--- src/rtl/exts_pkg.sv ---
// shared constants, types and the microcode table for the exp taylor series block
// no dependencies; used by exts_datapath, exp_taylor_series and exts_checker
`default_nettype none

package exts_pkg;

  localparam int FRAC_BITS = 16;
  localparam int MAX_TERMS = 32;
  localparam int X_W       = 22;
  localparam int XMAG_W    = 21;
  localparam int VAL_W     = 48;
  localparam int N_W       = 6;
  localparam int HALF_W    = 24;
  localparam int MULP_W    = HALF_W + XMAG_W;
  localparam int PROD_W    = VAL_W + XMAG_W;
  localparam int DIV_BITS  = 8;
  localparam int DQ_W      = 56;
  localparam int DIV_LAST  = DQ_W / DIV_BITS - 1;
  localparam int CNT_W     = 3;
  localparam int ADDR_W    = 3;
  localparam int DATA_W    = 32;

  localparam logic [N_W-1:0]   CFG_RESET = N_W'(10);
  localparam logic [N_W-1:0]   LAST_MAX  = N_W'(MAX_TERMS);
  localparam logic [X_W-1:0]   X_LIM     = X_W'(64'd16 << FRAC_BITS);
  localparam logic [VAL_W-1:0] VAL_ONE   = VAL_W'(64'd1 << FRAC_BITS);
  localparam logic [VAL_W-1:0] POS_MAX   = VAL_W'((64'd1 << (VAL_W - 1)) - 64'd1);
  localparam logic [VAL_W-1:0] NEG_MIN   = VAL_W'(64'd1 << (VAL_W - 1));
  localparam logic [DQ_W-1:0]  Q_MAG_LIM = DQ_W'(64'd1 << (VAL_W - 1));
  localparam logic [DQ_W-1:0]  Q_POS_MAX = DQ_W'((64'd1 << (VAL_W - 1)) - 64'd1);

  typedef enum logic [2:0] {
    STEP_IDLE,
    STEP_CHECK,
    STEP_MUL_LO,
    STEP_MUL_HI,
    STEP_DIV_INIT,
    STEP_DIV,
    STEP_TERM,
    STEP_DONE
  } step_t;

  typedef enum logic [2:0] {
    OP_LOAD,
    OP_NONE,
    OP_MUL_LO,
    OP_MUL_HI,
    OP_DIV_INIT,
    OP_DIV,
    OP_TERM,
    OP_OUT
  } op_t;

  typedef enum logic [2:0] {
    COND_NO_INPUT,
    COND_N_GT_LAST,
    COND_DIV_MORE,
    COND_ALWAYS,
    COND_OUT_BUSY,
    COND_NEVER
  } cond_t;

  typedef struct packed {
    op_t   op;
    cond_t cond;
    step_t target;
  } uword_t;

  typedef struct packed {
    op_t  op;
    logic en;
  } ctrl_t;

  typedef struct packed {
    logic n_gt_last;
    logic div_more;
  } status_t;

  // microcode: a taken condition jumps to target, otherwise the next step
  function automatic uword_t urom(step_t s);
    uword_t w;
    unique case (s)
      STEP_IDLE:     w = '{op: OP_LOAD,     cond: COND_NO_INPUT,  target: STEP_IDLE};
      STEP_CHECK:    w = '{op: OP_NONE,     cond: COND_N_GT_LAST, target: STEP_DONE};
      STEP_MUL_LO:   w = '{op: OP_MUL_LO,   cond: COND_NEVER,     target: STEP_IDLE};
      STEP_MUL_HI:   w = '{op: OP_MUL_HI,   cond: COND_NEVER,     target: STEP_IDLE};
      STEP_DIV_INIT: w = '{op: OP_DIV_INIT, cond: COND_NEVER,     target: STEP_IDLE};
      STEP_DIV:      w = '{op: OP_DIV,      cond: COND_DIV_MORE,  target: STEP_DIV};
      STEP_TERM:     w = '{op: OP_TERM,     cond: COND_ALWAYS,    target: STEP_CHECK};
      STEP_DONE:     w = '{op: OP_OUT,      cond: COND_OUT_BUSY,  target: STEP_DONE};
      default:       w = '{op: OP_NONE,     cond: COND_ALWAYS,    target: STEP_IDLE};
    endcase
    return w;
  endfunction

endpackage

`default_nettype wire

--- src/rtl/exts_datapath.sv ---
// arithmetic datapath: argument clamp, term multiply, divide by term index, saturating sum
// depends on exts_pkg; driven one op per cycle, gated by ctrl.en, by the sequencer in exp_taylor_series
`default_nettype none

module exts_datapath import exts_pkg::*; (
  input  wire logic                    clk,
  input  wire ctrl_t                   ctrl,
  input  wire logic signed [X_W-1:0]   x_in,
  input  wire logic [N_W-1:0]          cfg_last,
  output status_t                      stat,
  output logic [VAL_W-1:0]             sum,
  output logic                         ovf
);

  logic                x_neg;
  logic [XMAG_W-1:0]   x_mag;
  logic [N_W-1:0]      last;
  logic [N_W-1:0]      n;
  logic [VAL_W-1:0]    term;
  logic [PROD_W-1:0]   prod;
  logic [DQ_W-1:0]     dq;
  logic [N_W-1:0]      rem;
  logic [CNT_W-1:0]    cnt;

  logic signed [X_W-1:0] xc;
  logic [X_W-1:0]        xc_abs;
  logic [VAL_W-1:0]      tmag;
  logic [HALF_W-1:0]     mul_a;
  logic [MULP_W-1:0]     mul;
  logic [DQ_W-1:0]       dq_next;
  logic [N_W-1:0]        rem_next;
  logic                  q_neg;
  logic                  term_sat;
  logic [VAL_W-1:0]      term_next;
  logic [VAL_W:0]        sum_w;
  logic                  sum_sat;
  logic [VAL_W-1:0]      sum_next;

  // clamp to +-16.0
  always_comb begin
    if (x_in > $signed(X_LIM)) begin
      xc = $signed(X_LIM);
    end else if (x_in < -$signed(X_LIM)) begin
      xc = -$signed(X_LIM);
    end else begin
      xc = x_in;
    end
    xc_abs = xc[X_W-1] ? X_W'(-xc) : X_W'(xc);
  end

  assign tmag  = term[VAL_W-1] ? (~term + VAL_W'(1)) : term;
  assign mul_a = (ctrl.op == OP_MUL_HI) ? tmag[VAL_W-1:HALF_W] : tmag[HALF_W-1:0];
  assign mul   = MULP_W'(mul_a) * MULP_W'(x_mag);

  // eight quotient bits a cycle, restoring
  always_comb begin
    logic [N_W-1:0] r;
    logic [DQ_W-1:0] d;
    logic [N_W:0] rs;
    logic ge;
    r = rem;
    d = dq;
    for (int i = 0; i < DIV_BITS; i++) begin
      rs = {r, d[DQ_W-1]};
      ge = rs >= {1'b0, n};
      d  = {d[DQ_W-2:0], ge};
      if (ge) begin
        rs = rs - {1'b0, n};
      end
      r = rs[N_W-1:0];
    end
    dq_next  = d;
    rem_next = r;
  end

  // signed, saturated term and partial sum
  always_comb begin
    q_neg = (term[VAL_W-1] != x_neg) && (dq != '0);
    if (q_neg) begin
      term_sat  = dq > Q_MAG_LIM;
      term_next = term_sat ? NEG_MIN : (~dq[VAL_W-1:0] + VAL_W'(1));
    end else begin
      term_sat  = dq > Q_POS_MAX;
      term_next = term_sat ? POS_MAX : dq[VAL_W-1:0];
    end
    sum_w   = {sum[VAL_W-1], sum} + {term_next[VAL_W-1], term_next};
    sum_sat = sum_w[VAL_W] != sum_w[VAL_W-1];
    if (sum_sat) begin
      sum_next = sum_w[VAL_W] ? NEG_MIN : POS_MAX;
    end else begin
      sum_next = sum_w[VAL_W-1:0];
    end
  end

  always_ff @(posedge clk) begin
    if (ctrl.en) begin
      case (ctrl.op)
        OP_LOAD: begin
          x_neg <= xc[X_W-1];
          x_mag <= xc_abs[XMAG_W-1:0];
          last  <= (cfg_last > LAST_MAX) ? LAST_MAX : cfg_last;
          n     <= N_W'(1);
          term  <= VAL_ONE;
          sum   <= VAL_ONE;
          ovf   <= 1'b0;
        end
        OP_MUL_LO: begin
          prod <= PROD_W'(mul);
        end
        OP_MUL_HI: begin
          prod <= prod + {mul, {HALF_W{1'b0}}};
        end
        OP_DIV_INIT: begin
          dq  <= DQ_W'(prod[PROD_W-1:FRAC_BITS]);
          rem <= '0;
          cnt <= '0;
        end
        OP_DIV: begin
          dq  <= dq_next;
          rem <= rem_next;
          cnt <= cnt + CNT_W'(1);
        end
        OP_TERM: begin
          term <= term_next;
          sum  <= sum_next;
          ovf  <= ovf | term_sat | sum_sat;
          n    <= n + N_W'(1);
        end
        default: begin
        end
      endcase
    end
  end

  assign stat.n_gt_last = n > last;
  assign stat.div_more  = cnt != CNT_W'(DIV_LAST);

endmodule

`default_nettype wire

--- src/rtl/exp_taylor_series.sv ---
// exp taylor series top level: apb register, stream ports, microcode sequencer, output register
// depends on exts_pkg and exts_datapath
`default_nettype none

// Computes e^x as the Taylor series summed over terms 0 to last_term_index (capped at 32),
// x signed Q6.16 clamped to -16..16, result signed Q32.16 saturated, with an overflow
// flag in m_tuser. Each term is term*x/n truncated toward zero. One item is processed at
// a time. Each term uses a shared 24x21 multiplier on the low and then the high half of
// the term, and a divider that retires eight quotient bits a cycle; a result that waits
// in the output register does not block the next request from being accepted.
module exp_taylor_series import exts_pkg::*; (
  input  wire logic              clk,
  input  wire logic              rst,
  input  wire logic              psel,
  input  wire logic              penable,
  input  wire logic              pwrite,
  input  wire logic [ADDR_W-1:0] paddr,
  input  wire logic [DATA_W-1:0] pwdata,
  output logic [DATA_W-1:0]      prdata,
  output logic                   pready,
  input  wire logic              s_tvalid,
  output logic                   s_tready,
  input  wire logic [23:0]       s_tdata,   // x[21:0], zero pad
  output logic                   m_tvalid,
  input  wire logic              m_tready,
  output logic [47:0]            m_tdata,   // result[47:0]
  output logic [0:0]             m_tuser    // overflow
);

  logic [N_W-1:0]   cfg_last;
  step_t            pc;
  step_t            pc_next;
  uword_t           uw;
  ctrl_t            ctrl;
  status_t          stat;
  logic             jump;
  logic             accept;
  logic             out_busy;
  logic [VAL_W-1:0] sum;
  logic             ovf;

  assign pready = 1'b1;

  always_ff @(posedge clk) begin
    if (rst) begin
      cfg_last <= CFG_RESET;
    end else if (psel && penable && pwrite && pready && !paddr[2]) begin
      cfg_last <= pwdata[N_W-1:0];
    end
  end

  assign prdata = paddr[2] ? '0 : DATA_W'(cfg_last);

  assign s_tready = (pc == STEP_IDLE);
  assign accept   = s_tvalid && s_tready;
  assign out_busy = m_tvalid && !m_tready;
  assign uw       = urom(pc);

  always_comb begin
    unique case (uw.cond)
      COND_NO_INPUT:  jump = !s_tvalid;
      COND_N_GT_LAST: jump = stat.n_gt_last;
      COND_DIV_MORE:  jump = stat.div_more;
      COND_ALWAYS:    jump = 1'b1;
      COND_OUT_BUSY:  jump = out_busy;
      default:        jump = 1'b0;
    endcase
    pc_next = jump ? uw.target : step_t'(3'(pc + 3'd1));
    ctrl.op = uw.op;
    case (uw.op)
      OP_LOAD: ctrl.en = accept;
      OP_OUT:  ctrl.en = !out_busy;
      default: ctrl.en = 1'b1;
    endcase
  end

  always_ff @(posedge clk) begin
    if (rst) begin
      pc <= STEP_IDLE;
    end else begin
      pc <= pc_next;
    end
  end

  exts_datapath u_dp (
    .clk      (clk),
    .ctrl     (ctrl),
    .x_in     (s_tdata[X_W-1:0]),
    .cfg_last (cfg_last),
    .stat     (stat),
    .sum      (sum),
    .ovf      (ovf)
  );

  always_ff @(posedge clk) begin
    if (rst) begin
      m_tvalid <= 1'b0;
    end else if (ctrl.op == OP_OUT && ctrl.en) begin
      m_tvalid <= 1'b1;
    end else if (m_tready) begin
      m_tvalid <= 1'b0;
    end
  end

  always_ff @(posedge clk) begin
    if (ctrl.op == OP_OUT && ctrl.en) begin
      m_tdata <= sum;
      m_tuser <= ovf;
    end
  end

endmodule

`default_nettype wire

--- config.mk ---
export PLATFORM = sky130hd
export DESIGN_NAME = exp_taylor_series
export DESIGN_NICKNAME = d
export VERILOG_FILES = /design/src/rtl/exts_pkg.sv /design/src/rtl/exts_datapath.sv /design/src/rtl/exp_taylor_series.sv
export SDC_FILE = /design/constraint.sdc
export NUM_CORES = 2
export LEC_CHECK = 0
export BUFFER_PORTS_ARGS = -buffer_cell sky130_fd_sc_hd__buf_2
export CORE_UTILIZATION = 40
export DETAILED_ROUTE_END_ITERATION = 7
export PLACE_DENSITY = 0.56
export SLEW_MARGIN = 20
export SYNTH_ARGS = -nofsm -noshare
export SYNTH_HDL_FRONTEND = slang
export SYNTH_SLANG_ARGS = --single-unit
export TNS_END_PERCENT = 10
--- constraint.sdc ---
create_clock -name clk -period 46.4 [get_ports clk]
set_input_delay 6.96 -clock clk [delete_from_list [all_inputs] [get_ports clk]]
set_output_delay 6.96 -clock clk [all_outputs]
set_load 0.01 [all_outputs]
==> metrics <==
run status=completed; number of enable flip-flop cells after synthesis=298; clock sink count=317; fraction of the mapped netlist area in adder cells=0.319; residual DRC count=0; part of the cycle the worst path needs=0.408; vias per inst=5.42; number of placement rows=114; CTS root buffer=sky130_fd_sc_hd__clkbuf_16; Fmax=52.8 MHz; type of destination of the critical path=flip-flop; pin count of the biggest net entering global routing=86; cell occurring most often along the worst timing path=sky130_fd_sc_hd__a21o_1; largest family of logic cells by synthesized area=adder cells; vias in the first global route=29.9k; floorplan die width=314 microns; shortest clock period the worst path allows after layout=18.93 ns; height of the die=314 microns; worst slew slack as a fraction of its limit=0.250; All-Layer GR Usage=0.215; Final HPWL DP=82600 microns; overall die area=0.0985 sq mm; total gr overflow=0; insertion delay to the later sink of the worst-skew pair=0.58 ns; ranking of synthesized cells by area=sky130_fd_sc_hd__edfxtp_1 23%, sky130_fd_sc_hd__fa_1 22%, sky130_fd_sc_hd__ha_1 10%; core area=0.0966 sq mm; antenna violations before repair=6; gp weighted congestion=0.925; unrepaired setup endpoints after global routing=no; required time at the worst-slack endpoint=46.70 ns; routed length per instance=18.6 microns; Bufs on Longest Clock Path=3; number of distinct library cells after synthesis=87; fraction of layout cells with a size suffix above 1=0.0674; simple-gate area share of the yosys netlist=0.190; count of final max-slew check failures=0; Setup crit start kind=flip-flop; largest fanout of any net on the critical path=10; multiplexer share of the synthesized area=0.0107; compound-cell area share of the yosys netlist=0.128; maxcap violations=0; Avg Inst Size Synth=9.00 sq um; number of warning messages in the yosys log=0; min-delay worst type=flip-flop to flip-flop; proportion of synthesized flip-flops having asynchronous set or reset=0; detailed-router iteration count before antenna repair=5; hold bufs inserted after CTS=0; accumulated negative setup slack=0 ns; H-tree Lvls=2; largest area contributor in the netlist=sky130_fd_sc_hd__edfxtp_1; endpoints failing setup=0; worst setup skew after layout=0.0350 ns; DRT iter0 DRCs=2146; quantity of gates resized following cts=0; number of cells produced by synthesis=4322; top-area cell type share of the netlist area=0.230; delay contributed by the slowest stage of the critical path=0.60 ns; TritonCTS clock tree=built; wire length of the first global-routing pass=167000 microns; data arrival time at the worst-slack endpoint=19.23 ns; antenna violation net count after detailed routing=0; share of the synthesized netlist area taken by xor and xnor gates=0.0399; Ports=150; dominant register cell in the synthesized netlist=sky130_fd_sc_hd__edfxtp_1; number of buffers added by the clock tree synthesis step=38; kind of critical path=flip-flop to flip-flop; drt total wl=105000 microns; clock transition at the registers of the reported paths=0.06 ns; starting utilization of the core area=0.403; Setup Buffers After CTS=0; Total Nets Final=5138; via count=30.6k; slowest CP cell=sky130_fd_sc_hd__nor2_1; post-synthesis register bit count=317; number of input and output port buffers inserted=92; final number of hold-violating endpoints=0; post-synthesis cell area=0.0389 sq mm; transition at the pin with the smallest max-transition slack=1.13 ns; Area growth, synth to finish=8.05%; share of synthesized area occupied by flip-flops and latches=0.240
[per-stage QoR]
step | cell area [sq um] | cells | hold slack, ns | utilization | setup slack, ns
final | 42000 | 5641 | 0.467 | 0.435 | 27.47
after floorplan | 39000 | 4347 | 0.428 | - | 30.69
after detailed placement | 40800 | 5570 | 0.455 | 0.422 | 27.70
after global routing | 42000 | 5639 | 0.478 | 0.435 | 26.04
after CTS | 42000 | 5638 | 0.471 | 0.435 | 27.66
after global placement | 40800 | 5569 | 0.455 | 0.422 | 27.79
[cell usage in the layout, fill, tap and decap left out, types with 14 or more instances in the layout]
cell type and instances:
sky130_fd_sc_hd__a211oi_1 26, sky130_fd_sc_hd__a21o_1 95, sky130_fd_sc_hd__a21oi_1 178, sky130_fd_sc_hd__a31oi_1 38
sky130_fd_sc_hd__and2_1 193, sky130_fd_sc_hd__and3_1 41, sky130_fd_sc_hd__buf_2 92, sky130_fd_sc_hd__buf_4 60
sky130_fd_sc_hd__clkbuf_16 38, sky130_fd_sc_hd__conb_1 27, sky130_fd_sc_hd__dfxtp_1 19, sky130_fd_sc_hd__edfxtp_1 298
sky130_fd_sc_hd__fa_1 425, sky130_fd_sc_hd__ha_1 312, sky130_fd_sc_hd__inv_1 511, sky130_fd_sc_hd__mux2_2 14
sky130_fd_sc_hd__mux2i_1 23, sky130_fd_sc_hd__nand2_1 657, sky130_fd_sc_hd__nand2b_1 37, sky130_fd_sc_hd__nand3_1 43
sky130_fd_sc_hd__nand4_1 17, sky130_fd_sc_hd__nor2_1 256, sky130_fd_sc_hd__nor2b_1 56, sky130_fd_sc_hd__nor3_1 95
sky130_fd_sc_hd__nor3b_1 14, sky130_fd_sc_hd__nor4_1 49, sky130_fd_sc_hd__o211ai_1 15, sky130_fd_sc_hd__o21a_1 26
sky130_fd_sc_hd__o21ai_0 206, sky130_fd_sc_hd__o21bai_1 25, sky130_fd_sc_hd__o31ai_1 18, sky130_fd_sc_hd__or2_2 16
sky130_fd_sc_hd__or3_1 29, sky130_fd_sc_hd__xnor2_1 101, sky130_fd_sc_hd__xor2_1 76
[final timing paths]
path / from / end / slack [ns] / cells past startpoint
setup / recovery: u_dp.n[1] / u_dp.rem[4] / 27.47 / 74
hold / removal: u_dp.sum[34] / m_tdata[34] / 0.47 / 0
setup reg to reg: u_dp.n[1] / u_dp.rem[4] / 27.47 / 74
hold reg to reg: u_dp.sum[34] / m_tdata[34] / 0.47 / 0
[cell families (layout without fill, tap and decap cells)]
family | count (synthesis) | after routing
adders and majority gates | 737 | 737
and+or+nand+nor | 1556 | 1556
buffers and inverters | 717 | 733
AOI/OAI and AO/OA | 777 | 777
DFF | 317 | 317
xor gates and xnor gates | 177 | 177
muxes | 39 | 39
other | 2 | 29
[Yosys cell counts (15+ instances only)]
library cell,count
sky130_fd_sc_hd__a211oi_1,31
sky130_fd_sc_hd__nand2b_1,38
sky130_fd_sc_hd__o21a_1,26
sky130_fd_sc_hd__nor3_1,97
sky130_fd_sc_hd__o211ai_1,15
sky130_fd_sc_hd__nor2_1,259
sky130_fd_sc_hd__inv_1,511
sky130_fd_sc_hd__nand4_1,17
sky130_fd_sc_hd__o31ai_1,18
sky130_fd_sc_hd__and2_1,194
sky130_fd_sc_hd__edfxtp_1,298
sky130_fd_sc_hd__nor4_1,49
sky130_fd_sc_hd__nor2b_1,59
sky130_fd_sc_hd__a31oi_1,39
sky130_fd_sc_hd__nand3_1,43
sky130_fd_sc_hd__and3_1,41
sky130_fd_sc_hd__mux2i_1,23
sky130_fd_sc_hd__dfxtp_1,19
sky130_fd_sc_hd__buf_4,27
sky130_fd_sc_hd__xor2_1,76
sky130_fd_sc_hd__or2_2,16
sky130_fd_sc_hd__o21ai_0,208
sky130_fd_sc_hd__ha_1,312
sky130_fd_sc_hd__nand2_1,658
sky130_fd_sc_hd__o21bai_1,26
sky130_fd_sc_hd__a21o_1,95
sky130_fd_sc_hd__or3_1,29
sky130_fd_sc_hd__xnor2_1,101
sky130_fd_sc_hd__clkbuf_1,166
sky130_fd_sc_hd__a21oi_1,185
sky130_fd_sc_hd__fa_1,425
[cell type report]
class                           instances  area (sq um)
Clock buffer                           46           981
Clock inverter                         22           243
Antenna cell                            2          5.00
Tap cell                             1276          1600
Sequential cell                       317          9330
Fill cell                            9567         54500
Inverter                              511          1920
Timing Repair Buffer                  154           941
Multi-Input combinational cell       3313         27000
[layer usage]
layer / part of all wire / wire [microns] / track usage
met1: 0.46 / 48400 / 0.304
met2: 0.46 / 48200 / 0.344
met3: 0.052 / 5400 / 0.0270
met4: 0.027 / 2870 / 0.0602
met5: 0.00032 / 34 / 0
[state kept, by name (all words and copies together) (netlist names), 6 cells and up]
| signal | cells |
|---|---|
| u_dp.last | 6 |
| u_dp.x_mag | 21 |
| u_dp.n | 6 |
| u_dp.prod | 53 |
| u_dp.rem | 6 |
| m_tdata | 48 |
| uw | 9 |
| u_dp.dq | 56 |
| u_dp.term | 48 |
| u_dp.sum | 48 |
| cfg_last | 6 |
[critical path, delay by kind of cell, from the launching register on]
family / cells / cell delay [ns]
DFF: 1 / 0.35
muxes: 3 / 0.91
adders and majority gates: 8 / 2.43
buffers and inverters: 5 / 0.96
and+or+nand+nor: 19 / 4.86
AOI/OAI and AO/OA: 39 / 9.12
Power is left out: the tool's default activity adds up to more than one toggle a clock period on the data nets, which glitch-free logic cannot reach.
